--- src/hdl/tfq_pkg.sv ---
// Package for the timestamped frame queue.
// Shared widths, operation codes and the controller/datapath interface structs.
// No dependencies.
package tfq_pkg;

    localparam int DEPTH_DEFAULT = 16;

    localparam int HANDLE_W = 32;
    localparam int DIM_W    = 14;
    localparam int TIME_W   = 48;
    localparam int CAP_W    = 5;
    localparam int OCC_W    = 5;
    localparam int MODE_W   = 2;
    localparam int FLAG_W   = 2;

    localparam logic [CAP_W-1:0] CAP_RESET = 5'd16;

    localparam int IN_FIELDS_W  = HANDLE_W + 2 * DIM_W + 2 * TIME_W;
    localparam int IN_DATA_W    = ((IN_FIELDS_W + 7) / 8) * 8;
    localparam int OUT_FIELDS_W = HANDLE_W + 2 * DIM_W + TIME_W + OCC_W;
    localparam int OUT_DATA_W   = ((OUT_FIELDS_W + 7) / 8) * 8;

    typedef enum logic [MODE_W-1:0] {
        MODE_PUSH  = 2'd0,
        MODE_GET   = 2'd1,
        MODE_CLEAR = 2'd2,
        MODE_NOP   = 2'd3
    } t_mode;

    typedef struct packed {
        logic [TIME_W-1:0]   ftime;
        logic [HANDLE_W-1:0] handle;
        logic [DIM_W-1:0]    width;
        logic [DIM_W-1:0]    height;
    } t_entry;

    typedef struct packed {
        logic capture;
        logic push;
        logic clear;
        logic rd;
        logic pop;
        logic load_out;
    } t_dp_cmd;

    typedef struct packed {
        t_mode mode;
        logic  count_zero;
        logic  qualify;
        logic  last_entry;
        logic  out_free;
    } t_dp_status;

endpackage

--- src/hdl/timestamped_frame_queue.sv ---
// Timestamped frame queue: a bounded FIFO of frame descriptors (handle, width,
// height, timestamp) that is pushed, drained against a playhead, or cleared.
// One transaction in, one result transaction out. A push, a clear, an unused
// mode or a get on an empty queue goes from execute straight to the result
// load. Any other get reads the head entry and pops entries while they are due,
// until it pops the last queued entry or meets one timed past the playhead.
// The queue is walked through its single memory read port one entry per cycle.
// The input is ready again in the cycle after the result is loaded, so the next
// transaction may enter while the previous result still waits on the output.
// Capacity is to be written only while the block is idle; the block itself does
// not enforce this. Zero acts as one and values above QUEUE_DEPTH saturate.
// Depends on tfq_pkg, tfq_controller and tfq_datapath.
module timestamped_frame_queue import tfq_pkg::*; #(
    parameter int QUEUE_DEPTH = DEPTH_DEFAULT
) (
    input  logic                  i_clk,
    input  logic                  i_rst_n,
    input  logic                  s_axis_tvalid,
    output logic                  s_axis_tready,
    // frame_handle, frame_width, frame_height, frame_time, playhead_time, zero fill
    input  logic [IN_DATA_W-1:0]  s_axis_tdata,
    // mode
    input  logic [MODE_W-1:0]     s_axis_tuser,
    output logic                  m_axis_tvalid,
    input  logic                  m_axis_tready,
    // shown_handle, shown_width, shown_height, shown_time, occupancy, zero fill
    output logic [OUT_DATA_W-1:0] m_axis_tdata,
    // push_accepted, frame_found
    output logic [FLAG_W-1:0]     m_axis_tuser,
    input  logic                  i_cfg_wr_en,
    input  logic [CAP_W-1:0]      i_cfg_wr_data
);

    t_dp_cmd    dp_cmd;
    t_dp_status dp_status;

    tfq_controller u_controller (
        .i_clk      (i_clk),
        .i_rst_n    (i_rst_n),
        .i_s_tvalid (s_axis_tvalid),
        .o_s_tready (s_axis_tready),
        .i_status   (dp_status),
        .o_cmd      (dp_cmd)
    );

    tfq_datapath #(
        .QUEUE_DEPTH (QUEUE_DEPTH)
    ) u_datapath (
        .i_clk         (i_clk),
        .i_rst_n       (i_rst_n),
        .i_cmd         (dp_cmd),
        .o_status      (dp_status),
        .i_s_tdata     (s_axis_tdata),
        .i_s_tuser     (s_axis_tuser),
        .i_cfg_wr_en   (i_cfg_wr_en),
        .i_cfg_wr_data (i_cfg_wr_data),
        .i_m_tready    (m_axis_tready),
        .o_m_tvalid    (m_axis_tvalid),
        .o_m_tdata     (m_axis_tdata),
        .o_m_tuser     (m_axis_tuser)
    );

endmodule

--- src/hdl/tfq_controller.sv ---
// Sequencer for the timestamped frame queue.
// Steps one transaction through execute, drain and result load.
// Depends on tfq_pkg.
module tfq_controller import tfq_pkg::*; (
    input  logic       i_clk,
    input  logic       i_rst_n,
    input  logic       i_s_tvalid,
    output logic       o_s_tready,
    input  t_dp_status i_status,
    output t_dp_cmd    o_cmd
);

    typedef enum logic [1:0] {
        S_IDLE,
        S_EXEC,
        S_CHECK,
        S_OUT
    } t_state;

    t_state r_state;
    t_state n_state;

    always_comb begin
        n_state    = r_state;
        o_cmd      = '0;
        o_s_tready = 1'b0;
        unique case (r_state)
            S_IDLE: begin
                o_s_tready  = 1'b1;
                o_cmd.capture = i_s_tvalid;
                if (i_s_tvalid) begin
                    n_state = S_EXEC;
                end
            end
            S_EXEC: begin
                n_state = S_OUT;
                unique case (i_status.mode)
                    MODE_PUSH:  o_cmd.push = 1'b1;
                    MODE_CLEAR: o_cmd.clear = 1'b1;
                    MODE_GET: begin
                        if (!i_status.count_zero) begin
                            o_cmd.rd = 1'b1;
                            n_state  = S_CHECK;
                        end
                    end
                    default: ;
                endcase
            end
            S_CHECK: begin
                if (i_status.qualify) begin
                    o_cmd.pop = 1'b1;
                    if (i_status.last_entry) begin
                        n_state = S_OUT;
                    end else begin
                        o_cmd.rd = 1'b1;
                    end
                end else begin
                    n_state = S_OUT;
                end
            end
            S_OUT: begin
                if (i_status.out_free) begin
                    o_cmd.load_out = 1'b1;
                    n_state        = S_IDLE;
                end
            end
            default: n_state = S_IDLE;
        endcase
    end

    always_ff @(posedge i_clk) begin
        if (!i_rst_n) begin
            r_state <= S_IDLE;
        end else begin
            r_state <= n_state;
        end
    end

endmodule

--- src/hdl/tfq_datapath.sv ---
// Datapath for the timestamped frame queue: descriptor memory, pointers,
// capacity register, latch and output register.
// Depends on tfq_pkg.
module tfq_datapath import tfq_pkg::*; #(
    parameter int QUEUE_DEPTH = DEPTH_DEFAULT
) (
    input  logic                  i_clk,
    input  logic                  i_rst_n,
    input  t_dp_cmd               i_cmd,
    output t_dp_status            o_status,
    input  logic [IN_DATA_W-1:0]  i_s_tdata,
    input  logic [MODE_W-1:0]     i_s_tuser,
    input  logic                  i_cfg_wr_en,
    input  logic [CAP_W-1:0]      i_cfg_wr_data,
    input  logic                  i_m_tready,
    output logic                  o_m_tvalid,
    output logic [OUT_DATA_W-1:0] o_m_tdata,
    output logic [FLAG_W-1:0]     o_m_tuser
);

    localparam int IW = (QUEUE_DEPTH > 1) ? $clog2(QUEUE_DEPTH) : 1;
    localparam int CW = $clog2(QUEUE_DEPTH + 1);
    localparam int SW = IW + 1;
    localparam int EW = (CW > CAP_W) ? CW : CAP_W;
    localparam logic [IW-1:0] LAST_IDX  = IW'(QUEUE_DEPTH - 1);
    localparam logic [SW-1:0] DEPTH_SUM = SW'(QUEUE_DEPTH);
    localparam logic [EW-1:0] DEPTH_EXT = EW'(QUEUE_DEPTH);

    t_entry r_mem [QUEUE_DEPTH];
    t_entry r_rd_data;
    t_entry r_latch;
    t_entry r_in_entry;

    t_mode             r_mode;
    logic [TIME_W-1:0] r_playhead;
    logic [IW-1:0]     r_head;
    logic [CW-1:0]     r_count;
    logic [CAP_W-1:0]  r_cap;
    logic              r_accepted;
    logic              r_found;
    logic              r_out_valid;
    logic [OUT_DATA_W-1:0] r_out_data;
    logic [FLAG_W-1:0]     r_out_flags;

    logic [IW-1:0] head_inc;
    logic [SW-1:0] tail_sum;
    logic [IW-1:0] tail_idx;
    logic [IW-1:0] rd_addr;
    logic [EW-1:0] cnt_ext;
    logic [EW-1:0] cap_ext;
    logic          room;
    logic          push_ok;

    assign head_inc = (r_head == LAST_IDX) ? '0 : r_head + 1'b1;
    assign tail_sum = SW'(r_head) + SW'(r_count);
    assign tail_idx = (tail_sum >= DEPTH_SUM) ? IW'(tail_sum - DEPTH_SUM) : IW'(tail_sum);
    assign rd_addr  = i_cmd.pop ? head_inc : r_head;
    assign cnt_ext  = EW'(r_count);
    assign cap_ext  = EW'(r_cap);
    assign room     = (cnt_ext < DEPTH_EXT) &&
                      ((r_cap == '0) ? (r_count == '0) : (cnt_ext < cap_ext));
    assign push_ok  = i_cmd.push && room;

    assign o_status.mode       = r_mode;
    assign o_status.count_zero = (r_count == '0);
    assign o_status.qualify    = (r_rd_data.ftime <= r_playhead);
    assign o_status.last_entry = (r_count == CW'(1));
    assign o_status.out_free   = !r_out_valid || i_m_tready;

    assign o_m_tvalid = r_out_valid;
    assign o_m_tdata  = r_out_data;
    assign o_m_tuser  = r_out_flags;

    always_ff @(posedge i_clk) begin
        if (push_ok) begin
            r_mem[tail_idx] <= r_in_entry;
        end
    end

    always_ff @(posedge i_clk) begin
        if (i_cmd.rd) begin
            r_rd_data <= r_mem[rd_addr];
        end
    end

    always_ff @(posedge i_clk) begin
        if (i_cmd.capture) begin
            r_mode            <= t_mode'(i_s_tuser);
            r_in_entry.handle <= i_s_tdata[HANDLE_W-1:0];
            r_in_entry.width  <= i_s_tdata[HANDLE_W +: DIM_W];
            r_in_entry.height <= i_s_tdata[HANDLE_W + DIM_W +: DIM_W];
            r_in_entry.ftime  <= i_s_tdata[HANDLE_W + 2 * DIM_W +: TIME_W];
            r_playhead        <= i_s_tdata[HANDLE_W + 2 * DIM_W + TIME_W +: TIME_W];
        end
        if (i_cmd.load_out) begin
            r_out_data  <= OUT_DATA_W'({OCC_W'(r_count), r_latch.ftime, r_latch.height,
                                        r_latch.width, r_latch.handle});
            r_out_flags <= {r_found, r_accepted};
        end
    end

    always_ff @(posedge i_clk) begin
        if (!i_rst_n) begin
            r_head      <= '0;
            r_count     <= '0;
            r_cap       <= CAP_RESET;
            r_accepted  <= 1'b0;
            r_found     <= 1'b0;
            r_latch     <= '0;
            r_out_valid <= 1'b0;
        end else begin
            if (i_cfg_wr_en) begin
                r_cap <= i_cfg_wr_data;
            end
            if (i_cmd.capture) begin
                r_accepted <= 1'b0;
                r_found    <= 1'b0;
            end
            if (push_ok) begin
                r_count    <= r_count + 1'b1;
                r_accepted <= 1'b1;
            end
            if (i_cmd.clear) begin
                r_count <= '0;
                r_head  <= '0;
            end
            if (i_cmd.pop) begin
                r_latch <= r_rd_data;
                r_head  <= head_inc;
                r_count <= r_count - 1'b1;
                r_found <= 1'b1;
            end
            if (i_cmd.load_out) begin
                r_out_valid <= 1'b1;
            end else if (i_m_tready) begin
                r_out_valid <= 1'b0;
            end
        end
    end

endmodule

--- config.mk ---
export PLATFORM = sky130hd
export DESIGN_NAME = timestamped_frame_queue
export DESIGN_NICKNAME = d
export VERILOG_FILES = /design/src/hdl/tfq_pkg.sv /design/src/hdl/timestamped_frame_queue.sv /design/src/hdl/tfq_controller.sv /design/src/hdl/tfq_datapath.sv
export SDC_FILE = /design/constraint.sdc
export NUM_CORES = 2
export LEC_CHECK = 0
export BUFFER_PORTS_ARGS = -buffer_cell sky130_fd_sc_hd__buf_2
export CELL_PAD_IN_SITES_DETAIL_PLACEMENT = 1
export CELL_PAD_IN_SITES_GLOBAL_PLACEMENT = 2
export CORE_MARGIN = 2
export CORE_UTILIZATION = 48
export DETAILED_ROUTE_END_ITERATION = 8
export PLACE_DENSITY_LB_ADDON = 0.1
export RECOVER_POWER = 25
export SETUP_SLACK_MARGIN = 0.1
export SLEW_MARGIN = 20
export SYNTH_ARGS = -nofsm -noshare
export SYNTH_HDL_FRONTEND = slang
export SYNTH_HIERARCHICAL = 1
export SYNTH_SLANG_ARGS = --single-unit
--- constraint.sdc ---
create_clock -name i_clk -period 8.5 [get_ports i_clk]
set_input_delay 1.7 -clock i_clk [delete_from_list [all_inputs] [get_ports i_clk]]
set_output_delay 1.7 -clock i_clk [all_outputs]
set_load 0.05 [all_outputs]
; After elaboration in Yosys (flattened, before gate mapping)
; Memory sizes are Yosys's and may differ from the RTL's. A register that Yosys moved wholly into a read port is not among the register bits.
; Index checks and enable logic that the tools add are counted.
; Widths: inputs -> output; s select.
[word_totals]
ff_bits = 400
latchBits = 0
mem_bits_rw = 1728
mem_bits_ro = 0
word_cells = 89
memories = 1
[classes]
addsub = 5
mul = 0
n_div = 0
order_cmp = 4
n_eq_ne = 10
shift = 0
muxes = 36
n_bitwise = 0
reduce_logical = 14
[mem_list]
columns = memory, words, width, read_ports, rd_ports_with_merged_regs, wr, line
row1 = u_datapath.r_mem, 16, 108, 1, 1, 1, tfq_datapath.sv:29  ; t_entry r_mem [QUEUE_DEPTH];
[op_table]
columns = operator, n
row1 = $le 48x48->1, 1
row2 = $mux 1, 20
row3 = $mux 4, 5
row4 = $mux 5, 3
row5 = $mux 2, 6
row6 = $logic_not 5->1, 2
row7 = $pmux 2 s4, 1
row8 = $reduce_bool 2->1, 4
row9 = $eq 2x2->1 const B, 3
row10 = $add 4x5->5, 1
row11 = $add 5x1->5 const B, 1
row12 = $eq 5x1->1 const B, 1
row13 = $ge 5x5->1 const B, 1
row14 = $lt 5x5->1, 1
row15 = $lt 5x5->1 const B, 1
row16 = $sub 5x1->5 const B, 1
row17 = $add 4x1->4 const B, 1
row18 = $eq 2x1->1 const B, 2
row19 = $eq 4x4->1 const B, 1
row20 = $logic_not 2->1, 2
row21 = $ne 2x2->1 const B, 2
row22 = $sub 4x1->4 const B, 1
row23 = $ne 3x3->1 const B, 1
row24 = $reduce_and 3->1, 1
row25 = other kinds (5), 6

; Depth between registers and ports, before layout
[logic_depth]
word_depth = 7
ltp_mapped = 20
ltp_nobuf = 15

; Hierarchy
; The synthesis kept the hierarchy.
[by_module_without_submodules]
columns = module, n_inst, cells_each, area_each_um2
row1 = tfq_datapath, 1, 4270, 83121.0
row2 = tfq_controller, 1, 29, 245.2

; Worst setup path before layout
; Ideal clock, no wire load.
[synth_path]
path_kind = register to register
startpoint = register, netlist name u_datapath/r_rd_data[106]
endpoint = register, netlist name u_datapath/r_rd_data[0]
arrival_ns = 6.719
slack_ns = 1.191
stages_incl_launch_ff = 11
n_path_buf = 0
synth_period_minus_slack_ns = 7.309
cell_sequence = edfxtp_1 > ha_1 > nand4_1 > nor2_1 > nand2_1 > nor3_1 > mux2_2 > o31ai_1 > and3b_1 > a31oi_1 > nor2b_1

==> impl_metrics.tcl <==
set metrics [dict create \
    hold_class "flop to flop" \
    crit_path_end_kind "flop" \
    syn_area_mm2 0.0834 \
    whs_endpoint "u_datapath/o_m_tdata[60]" \
    final_common_cell "edfxtp_1" \
    syn_inst 4299 \
    row_count 152 \
    cp.required_ns 9.09 \
    avgRoutedWirePerCell_um 29.9 \
    timing.hold.ws_ns 0.431 \
    setup_viol 0 \
    drt_pre_antenna_iters 5 \
    synth_edf_count 2109 \
    n_antenna_cell 0 \
    initial_utilization_pct 48.4 \
    synth_area_leaders "edfxtp_1 76%, mux4_2 7.5%, dfxtp_1 3.0%" \
    ys_ff_latch 2236 \
    fp.dieH_um 421 \
    mostFrequentLayoutCells "2109 x edfxtp_1, 432 x nand2_1, 283 x buf_2" \
    ys_types 75 \
    place_hpwl_um 106000 \
    power.density_mw_per_mm2 294 \
    track_usage_pct 24.3 \
    wl_um 214000 \
    finalHoldViolCount 0 \
    power_leakage_nw 31.3 \
    cts.path.max_buffers 3 \
    r2r_end "u_datapath/r_rd_data[24]" \
    avgSynthCellArea_um2 19.4 \
    grt_start_max_net_pins 109 \
    core_area_mm2 0.172 \
    ios 296 \
    rr_worst_depth 16 \
    slew_headroom_pct 22.8 \
    worst_ep_arrival_time_ns 6.75 \
    vdd_drop_max_uv 228 \
    synth_top_cell_by_area "edfxtp_1" \
    cts_tree "done" \
    gp_congestion 0.754 \
    postCtsSetupRepairBufs 0 \
    worstMarginPinSlew_ns 1.16 \
    rrSetupSlack_ns 2.34 \
    grt_overflow_total 0 \
    final_nets 4905 \
    io_buffers 284 \
    seq_area_frac_synth_pct 79.0 \
    fillers 15200 \
    crit_chain "ha_1, a21oi_1, o21ai_0, o2bb2ai_1, a311oi_1, o21ai_0, o31ai_1, and2_4, nor2b_1, a21oi_4, buf_12, buf_12, mux4_2, o22ai_1, a31oi_1, and3_1" \
    drtIter0Drc 3511 \
    holdPathStages 0 \
    fin_tns_setup_ns 0 \
    cts_hold_buf 0 \
    area_growth_pct 13.7 \
    cpPeakStageDelay_ns 0.66 \
    maxCapViolations 0 \
    timing.rr.start "u_datapath/r_rd_data[67]" \
    postSynth.asyncResetShare_pct 0 \
    layout_worst_path_cycle_share_pct 72.5 \
    grt_pass1_wl_um 308000 \
    chipWidth_um 421 \
    clkTransAtPathRegs_ns 0.06 \
    clk_latency_ns 0.85 \
    clockRootBuffer "clkbuf_16" \
    clock_skew_ns 0.0488 \
    fmax_mhz 162 \
    worstPathMaxFanout 102 \
    cts_max_level 4 \
    worst_path_max_delay_cell "and2_4" \
    critPathKind "flop to flop" \
    worstHoldStart "u_datapath/r_latch[60]" \
    ant_nets 0 \
    rsz0062_at_grt "false" \
    synth_top_area_share_pct 76.0 \
    synth_ff_type "edfxtp_1" \
    period_needed_ns 6.16 \
    cts_resized 0 \
    num_vias 41600 \
    antenna_found_initial 8 \
    drc 0 \
    grt_pass1_vias 43400 \
    start_kind "flop" \
    slew_viol_final 0 \
    die_area_mm2 0.177 \
    drive_gt1_share_pct 21.1 \
    vias_per_cell 5.81 \
    cts.sinks 2236 \
    cts_buffers 224 \
    yosysWarnings 6 \
    status "completed" \
]
[worst max-delay path: cells and delay by family, from the launching register on]
kind            cells  cell delay (ns)
buf+inv             2             0.79
flops               1             0.57
compound gates      9             2.26
mux                 1             0.60
simple gates        3             1.07
fa+ha+maj           1             0.39
[where the power goes]
group	total (W)	switching, W	internal (W)
Clock	0.00955	0.00414	0.00541
Sequential	0.0138	0.000655	0.0132
Combinational	0.00450	0.00268	0.00182
Total	0.0279	0.00747	0.0204
[metrics by stage]
| stage | cell area, µm² | setup WS (ns) | utilization [%] | std cells | total power [W] |
|---|---|---|---|---|---|
| after floorplan | 83400 | 1.19 | - | 4305 | 0.0174 |
| after global placement | 87600 | 2.23 | 50.9 | 6752 | 0.0185 |
| after detailed placement | 87600 | 2.23 | 50.9 | 6752 | 0.0186 |
| after CTS | 94800 | 2.21 | 55.1 | 7172 | 0.0282 |
| after global routing | 94800 | 2.04 | 55.1 | 7172 | 0.0290 |
| final | 94800 | 2.34 | 55.1 | 7172 | 0.0279 |
[metal layers]
metal	GRT usage [%]	share of wire, %
met4	5.67	2.0
met3	3.24	5.1
met1	33.5	43
met5	0	0.0033
met2	41.4	50
[sequential cells by signal, summed over array words and instances (netlist names), 4 cells and up]
signal	cells
u_datapath/r_head	4
u_datapath/r_mem	1728
u_datapath/r_latch	108
u_datapath/cnt_ext	5
u_datapath/r_rd_data	108
u_datapath/r_in_entry	108
u_datapath/cap_ext	5
u_datapath/o_m_tdata	113
u_datapath/r_playhead	48
[Yosys cell counts, types with 8 or more instances]
library cell,instances
inv_1,64
nand4_1,8
a21oi_1,27
nand2_1,432
a32o_1,30
a31oi_1,48
o22ai_1,108
buf_6,28
nand3_1,56
nor2b_1,118
nor2_1,97
buf_4,32
buf_2,44
clkbuf_1,94
dfxtp_1,127
edfxtp_1,2109
mux2i_1,223
o21ai_0,13
mux4_2,279
a32oi_1,78
buf_1,17
ha_1,64
o21ai_1,34
and3_1,45
nor3_2,30
[worst max path at each step]
stage / start / to
finish: u_datapath/r_rd_data[67] / u_datapath/r_rd_data[24]
global route: u_datapath/r_rd_data[67] / u_datapath/r_rd_data[24]
CTS: u_datapath/r_rd_data[67] / u_datapath/r_rd_data[32]
detailed placement: u_datapath/r_rd_data[67] / u_datapath/r_rd_data[32]
global placement: u_datapath/r_rd_data[67] / u_datapath/r_rd_data[32]
floorplan: u_datapath/r_rd_data[106] / u_datapath/r_rd_data[0]
[cells by family (layout without fill, tap and decap cells)]
| group | count (synthesis) | in the layout | synth area share (%) |
|---|---|---|---|
| compound gates | 376 | 376 | 3.18 |
| xor+xnor | 8 | 8 | 0.0841 |
| fa+ha+maj | 65 | 65 | 0.985 |
| buf+inv | 283 | 840 | 1.78 |
| flops | 2236 | 2236 | 79.0 |
| mux | 504 | 504 | 10.2 |
| other cells | 1 | 7 | 0.00450 |
| simple gates | 826 | 826 | 4.70 |
[layout make-up]
type                    count  area, µm²  share of cell area, %
repair buffers            356       2350                   2.48
multi-input cells        1786      16300                   17.2
well taps                2310       2890                   3.05
flip-flops and latches   2236      65900                   69.5
clock inverters           108        930                  0.981
clock buffers             312       6220                   6.56
inverters                  64        240                  0.253
Power figures use the tool's default switching activity.
